## src/rtl/apr_pkg.sv

```systemverilog
// Shared types and constants for the asymmetric PI regulator.
package apr_pkg;

  localparam int FRAC_BITS = 12;
  localparam int GAIN_W    = 16;
  localparam int SAMP_W    = 16;
  localparam int ERR_W     = SAMP_W + 1;
  localparam int PROD_W    = GAIN_W + ERR_W;
  localparam int DRV_W     = 24;
  localparam int INTEG_W   = 26;
  localparam int SUM_W     = PROD_W + 2;
  localparam int CFG_IDX_W = 3;
  localparam int CFG_DAT_W = 24;

  typedef enum logic [CFG_IDX_W-1:0] {
    CFG_KP_RAISE = 3'd0,
    CFG_KP_LOWER = 3'd1,
    CFG_KI_RAISE = 3'd2,
    CFG_KI_LOWER = 3'd3,
    CFG_OUT_MIN  = 3'd4,
    CFG_OUT_MAX  = 3'd5
  } cfg_idx_t;

  localparam logic CMD_STEP  = 1'b0;
  localparam logic CMD_CLEAR = 1'b1;

  typedef struct packed {
    logic                     command;
    logic signed [SAMP_W-1:0] setpoint;
    logic signed [SAMP_W-1:0] feedback;
  } in_item_t;

  typedef struct packed {
    logic signed [DRV_W-1:0] drive;
    logic                    limited;
  } out_item_t;

  typedef struct packed {
    logic signed [GAIN_W-1:0] kp_raise;
    logic signed [GAIN_W-1:0] kp_lower;
    logic signed [GAIN_W-1:0] ki_raise;
    logic signed [GAIN_W-1:0] ki_lower;
    logic signed [DRV_W-1:0]  out_min;
    logic signed [DRV_W-1:0]  out_max;
  } cfg_t;

  typedef struct packed {
    out_item_t                 res;
    logic signed [INTEG_W-1:0] integ;
  } step_res_t;

endpackage

```

## src/rtl/apr_step.sv

```systemverilog
// One regulator step: error, gain select, P and I terms, limit check, clear.
module apr_step import apr_pkg::*; (
  input  in_item_t                  item,
  input  cfg_t                      cfg,
  input  logic signed [INTEG_W-1:0] integ,
  output step_res_t                 step
);

  logic signed [ERR_W-1:0]  err;
  logic                     pos;
  logic signed [GAIN_W-1:0] kp;
  logic signed [GAIN_W-1:0] ki;
  logic signed [PROD_W-1:0] p_prod;
  logic signed [PROD_W-1:0] i_prod;
  logic signed [PROD_W-1:0] p_term;
  logic signed [PROD_W-1:0] i_term;
  logic signed [SUM_W-1:0]  icand;
  logic signed [SUM_W-1:0]  sum;
  logic signed [SUM_W-1:0]  lo;
  logic signed [SUM_W-1:0]  hi;

  always_comb begin
    err    = ERR_W'(item.setpoint) - ERR_W'(item.feedback);
    pos    = (err > ERR_W'(0));
    kp     = pos ? cfg.kp_raise : cfg.kp_lower;
    ki     = pos ? cfg.ki_raise : cfg.ki_lower;
    p_prod = kp * err;
    i_prod = ki * err;
    // floor shift of the Q21.12 products
    p_term = p_prod >>> FRAC_BITS;
    i_term = i_prod >>> FRAC_BITS;
    icand  = SUM_W'(integ) + SUM_W'(i_term);
    sum    = icand + SUM_W'(p_term);
    lo     = SUM_W'(cfg.out_min);
    hi     = SUM_W'(cfg.out_max);

    step.integ       = integ;
    step.res.limited = 1'b0;
    step.res.drive   = sum[DRV_W-1:0];
    if (item.command == CMD_CLEAR) begin
      step.integ     = '0;
      step.res.drive = '0;
    end else if (sum < lo) begin
      step.res.drive   = cfg.out_min;
      step.res.limited = 1'b1;
    end else if (sum > hi) begin
      step.res.drive   = cfg.out_max;
      step.res.limited = 1'b1;
    end else begin
      step.integ = icand[INTEG_W-1:0];
    end
  end

endmodule

```

## src/rtl/asymmetric_pi_regulator_core.sv

```systemverilog
// Top level of the asymmetric PI regulator with conditional integration.
//
//   channel | direction | handshake        | payload
//   --------+-----------+------------------+---------------------------------
//   in_     | input     | in_valid/stall   | in_item_t  command/setpoint/fb
//   out_    | output    | out_valid/stall  | out_item_t drive/limited
//   cfg_    | input     | cfg_we           | cfg_idx, cfg_wdata (24 bits)
//
// One transfer per cycle sustained while out_stall is low. A sample
// is captured in the input register, worked combinationally (two 16x17
// multiplies, two adds and a limit compare) and lands in the result
// register. The integrator updates at the same edge, so the next sample
// sees it. rst_n (synchronous) clears the pipeline valids, integrator
// and config registers. out_stall holds the result register; in_stall
// rises only when both registers are full and the result is not taken.
module asymmetric_pi_regulator_core import apr_pkg::*; (
  input  logic                 clk,
  input  logic                 rst_n,
  input  logic                 in_valid,
  output logic                 in_stall,
  input  in_item_t             in_data,
  output logic                 out_valid,
  input  logic                 out_stall,
  output out_item_t            out_data,
  input  logic                 cfg_we,
  input  logic [CFG_IDX_W-1:0] cfg_idx,
  input  logic [CFG_DAT_W-1:0] cfg_wdata
);

  cfg_t                      cfg_r;
  logic                      s1_valid_r;
  in_item_t                  s1_item_r;
  logic                      out_valid_r;
  out_item_t                 out_item_r;
  logic signed [INTEG_W-1:0] integ_r;

  step_res_t                 step;
  logic                      advance;
  logic                      in_xfer;

  // stage 1 moves into the result register when that slot is free or drained
  assign advance  = s1_valid_r & (~out_valid_r | ~out_stall);
  assign in_stall = s1_valid_r & ~advance;
  assign in_xfer  = in_valid & ~in_stall;

  apr_step u_step (
    .item  (s1_item_r),
    .cfg   (cfg_r),
    .integ (integ_r),
    .step  (step)
  );

  // configuration registers
  always_ff @(posedge clk) begin
    if (!rst_n) begin
      cfg_r.kp_raise <= '0;
      cfg_r.kp_lower <= '0;
      cfg_r.ki_raise <= '0;
      cfg_r.ki_lower <= '0;
      cfg_r.out_min  <= {1'b1, {(DRV_W-1){1'b0}}};
      cfg_r.out_max  <= {1'b0, {(DRV_W-1){1'b1}}};
    end else if (cfg_we) begin
      unique case (cfg_idx)
        CFG_KP_RAISE: cfg_r.kp_raise <= cfg_wdata[GAIN_W-1:0];
        CFG_KP_LOWER: cfg_r.kp_lower <= cfg_wdata[GAIN_W-1:0];
        CFG_KI_RAISE: cfg_r.ki_raise <= cfg_wdata[GAIN_W-1:0];
        CFG_KI_LOWER: cfg_r.ki_lower <= cfg_wdata[GAIN_W-1:0];
        CFG_OUT_MIN:  cfg_r.out_min  <= cfg_wdata[DRV_W-1:0];
        CFG_OUT_MAX:  cfg_r.out_max  <= cfg_wdata[DRV_W-1:0];
        default: ;  // unused indexes are ignored
      endcase
    end
  end

  // control: valids and integrator
  always_ff @(posedge clk) begin
    if (!rst_n) begin
      s1_valid_r  <= 1'b0;
      out_valid_r <= 1'b0;
      integ_r     <= '0;
    end else begin
      if (in_xfer) begin
        s1_valid_r <= 1'b1;
      end else if (advance) begin
        s1_valid_r <= 1'b0;
      end
      if (advance) begin
        out_valid_r <= 1'b1;
        integ_r     <= step.integ;
      end else if (!out_stall) begin
        out_valid_r <= 1'b0;
      end
    end
  end

  // payload registers
  always_ff @(posedge clk) begin
    if (in_xfer) begin
      s1_item_r <= in_data;
    end
    if (advance) begin
      out_item_r <= step.res;
    end
  end

  assign out_valid = out_valid_r;
  assign out_data  = out_item_r;

endmodule
```

## config.mk

```make
export PLATFORM = sky130hd
export DESIGN_NAME = asymmetric_pi_regulator_core
export DESIGN_NICKNAME = d
export VERILOG_FILES = /design/src/rtl/apr_pkg.sv /design/src/rtl/apr_step.sv /design/src/rtl/asymmetric_pi_regulator_core.sv
export SDC_FILE = /design/constraint.sdc
export NUM_CORES = 2
export LEC_CHECK = 0
export ABC_AREA = 1
export BUFFER_PORTS_ARGS = -buffer_cell sky130_fd_sc_hd__buf_4
export CORE_MARGIN = 1
export CORE_UTILIZATION = 40
export DETAILED_ROUTE_END_ITERATION = 12
export PLACE_DENSITY = 0.52
export SETUP_SLACK_MARGIN = 0.4
export SYNTH_ARGS = -nofsm -noshare
export SYNTH_HDL_FRONTEND = slang
export SYNTH_HIERARCHICAL = 1
export SYNTH_SLANG_ARGS = --single-unit
```

## constraint.sdc

```tcl
create_clock -name clk -period 13.9 [get_ports clk]
set_input_delay 1.39 -clock clk [delete_from_list [all_inputs] [get_ports clk]]
set_output_delay 1.39 -clock clk [all_outputs]
set_load 0.01 [all_outputs]
```

==> flow_summary.yaml <==
outcome:
  run_status: "complete, no violations"
synth:
  yosys_register_bits: 198
  top_cells_by_area_in_the_synthesized_netlist: "fa_1 (33%), ha_1 (11%), nand2_1 (10%)"
  netlist-cell-type-count: 52
  synthesis.area_per_instance_um2: 7.69
  syn_area_um2: 34000
  cell_count_after_synthesis: 4426
  yosys_warnings: 6
  yosysTopAreaCellShare_pct: 32.6
  postSynth.topFlopCell: "dfxtp_1"
  number_of_enable_flip_flop_cells_after_synthesis: 58
  synth_top_cell_by_area: "fa_1"
  post_synth_arst_share_pct: 0
  syn-num-nets: 5334
  yosysSeqAreaShare_pct: 13.4
timing:
  max_clock_freq_mhz: 77.6
  slew_headroom_pct: 27.2
  worst_slew_pin_slew_ns: 1.09
  hold_violations: 0
  fin_worst_skew_ns: 0.0253
  final_min_period_over_clock_period_pct: 92.8
  setup-violations-final: 0
  min_period_ns: 12.89
  rsz0062_at_grt: "false"
  slew_viol_final: 0
setup_path:
  worstSetupStartpointType: "flop"
  worst_ep_arrival_ns: 13.32
  timing.critical_path.to_type: "flop"
  path_class: "flop to flop"
  crit_required_ns: 14.33
  cpMaxStageDelayCell: "fa_1"
  max_fo_critical_path: 13
  crit_buf_inv: 18
  cpPeakStageDelay_ns: 0.52
  timing.critical_path.max_delay_family: "adder cells"
  crit_path_frequent_cell: "nand2_1"
placement:
  buffer_ports.inserted: 91
  hpwlAfterDp_um: 87900
  finalWeightedCongestion: 0.941
detailed_routing:
  detail_route.first_pass.iterations: 5
  routedWlPerCell_um: 19.3
  ant_nets: 0
  drt-total-wl_um: 110000
  number_of_design_rule_violations_left_by_the_first_detailed_router_iteration: 2010
  viasPerCell: 4.98
  route.vias.total: 28437
  remaining_drc_errors: 0
global_route:
  congestion_overflow_gr: 0
  first_global_vias: 28953
  grt_pass1_wl_um: 171000
  initial_antenna_violation_count: 1
  grtUsageTotal_pct: 26.2
  grt_max_degree: 80
cells_and_area:
  nFillCells: 8510
  n_antenna_cell: 0
  multiInputGateArea_um2: 26600
  utilization_pct: 46.3
  post_layout_net_count: 5476
  seq_area_um2: 4540
  fraction_of_layout_cells_with_a_size_suffix_above_1_pct: 13.1
  area_growth_from_synthesis_to_final_layout_pct: 14.3
floorplanning:
  ios: 92
  dieArea_um2: 86300
  std_cell_rows: 106
  die_w_um: 294
  initial_core_util_pct: 40.5
  core_region_area_um2: 84000
  floorplan.die.height_um: 294
clock_network:
  clock_tree.htree_level_count: 4
  cts_hold_buffers: 0
  cts.clk_slew.worst_paths_ns: 0.08
  tritoncts.num_buffers: 17
  root_buffer: "clkbuf_16"
  numClockSinks: 198
  cts_tree: "built"
  clk-insertion-delay-late_ns: 0.51
  clock_tree.buffer_depth: 2
run:
  max_cap_viol_count: 0
hold_path:
  min-delay-path-class: "flop to flop"
[state kept, by name, indices dropped and copies added, names as in the netlist]
register	count
cfg_r	112
integ_r	26
out_data	25
out_valid	1
s1_item_r	33
s1_valid_r	1
[per-stage QoR]
stage	area [um2]	hold WS, ns	std cells	TNS [ns]	setup WS [ns]
3_5_place_dp	36300	0.444	5622	-0.322	-0.0465
4_1_cts	37100	0.465	5658	0	0.402
6_report	38900	0.463	5715	0	1.01
5_1_grt	38900	0.486	5715	0	0.212
3_3_place_gp	36300	0.439	5622	-0.0847	-0.0326
2_1_floorplan	34000	0.429	4426	0	1.01
[worst paths after layout]
path / cells past startpoint / to / start / slack (ns)
max reg2reg: 78 / integ_r[11] / s1_item_r[0] / 1.01
max: 78 / integ_r[11] / s1_item_r[0] / 1.01
min reg2reg: 2 / cfg_r[16] / cfg_r[16] / 0.46
min: 2 / cfg_r[16] / cfg_r[16] / 0.46
[worst reg2reg max path, delay by kind of cell (launching register included)]
family,cells,cell delay [ns]
adders and majority gates,12,4.51
DFF,1,0.40
AOI/OAI and AO/OA,16,2.45
and+or+nand+nor,28,2.77
buffers and inverters,18,1.92
xor gates and xnor gates,4,0.80
[synth_stat cells, types with 7 or more instances]
master and instances:
buf_2 36, nand2_1 909, or2_2 11, buf_4 12
nand3b_1 15, buf_6 11, edfxtp_1 58, buf_1 7
xor2_1 65, o21ai_0 143, dfxtp_1 140, a21oi_1 179
inv_1 907, a31oi_1 26, inv_2 26, ha_1 289
nand2_2 13, nor2_2 8, nand4_1 17, nor2_1 579
nand3_1 165, o21a_1 17, a211oi_1 8, xnor2_1 33
nor4_1 7, nor3_1 24, fa_1 554, o21ai_2 23
clkbuf_1 70, or2_1 15
[logic make-up (layout without fill, tap and decap cells)]
kind of cell    Yosys count  count (layout)  share of synthesized area [%]
compound gates          426             426                           7.04
flops                   198             198                           13.4
fa+ha+maj               843             843                           43.2
xor+xnor                100             100                           2.65
simple gates           1784            1784                           21.4
buf+inv                1075            1230                           12.4
[layer usage]
| metal | wire (um) | vias up | share of wire [%] | global-route usage, % |
|---|---|---|---|---|
| li1 | - | 13660 | - | - |
| met1 | 49500 | 13843 | 45 | 36.3 |
| met2 | 50600 | 809 | 46 | 41.7 |
| met3 | 7310 | 123 | 6.6 | 4.92 |
| met4 | 2870 | 2 | 2.6 | 7.29 |
| met5 | 8 | - | 0.0073 | 0 |
[cell usage in the layout (no fill, tap or decap), drive strengths merged]
master	n
or2	29
nand2	924
nand4	17
o311ai	1
dfxtp	140
xnor2	34
clkbuf	21
nand3b	15
o21ai	169
o221ai	2
a21boi	2
o21a	17
ha	289
o211ai	6
a22oi	2
nand3	171
nor3	25
and2	2
a2111oi	3
o2111ai	1
inv	940
clkinvlp	4
a31oi	26
o21bai	4
clkinv	12
a211oi	8
nor4	7
xor2	66
a21oi	179
fa	554
a21o	5
nor2	591
edfxtp	58
a31o	1
and3	3
buf	253
[what timing repair did]
item / in CTS / in global routing
setup buffers: 4 / 50
endpoints found under the setup margin: 51 / 51
gates resized for setup: 29 / 285
gates cloned: 0 / 7
pin swaps: 1 / 97
[final cells by class]
type | count | area share [%]
Multi-Input combinational cell | 3153 | 68.3
Sequential cell | 198 | 11.7
Inverter | 939 | 9.20
Timing Repair Buffer | 257 | 5.53
Tap cell | 1134 | 3.65
Clock buffer | 17 | 1.09
Clock inverter | 15 | 0.489
Timing Repair inverter | 2 | 0.0386
Power is not shown: default switching activity piles up to over one toggle a cycle in this logic, so the estimate is an artifact.
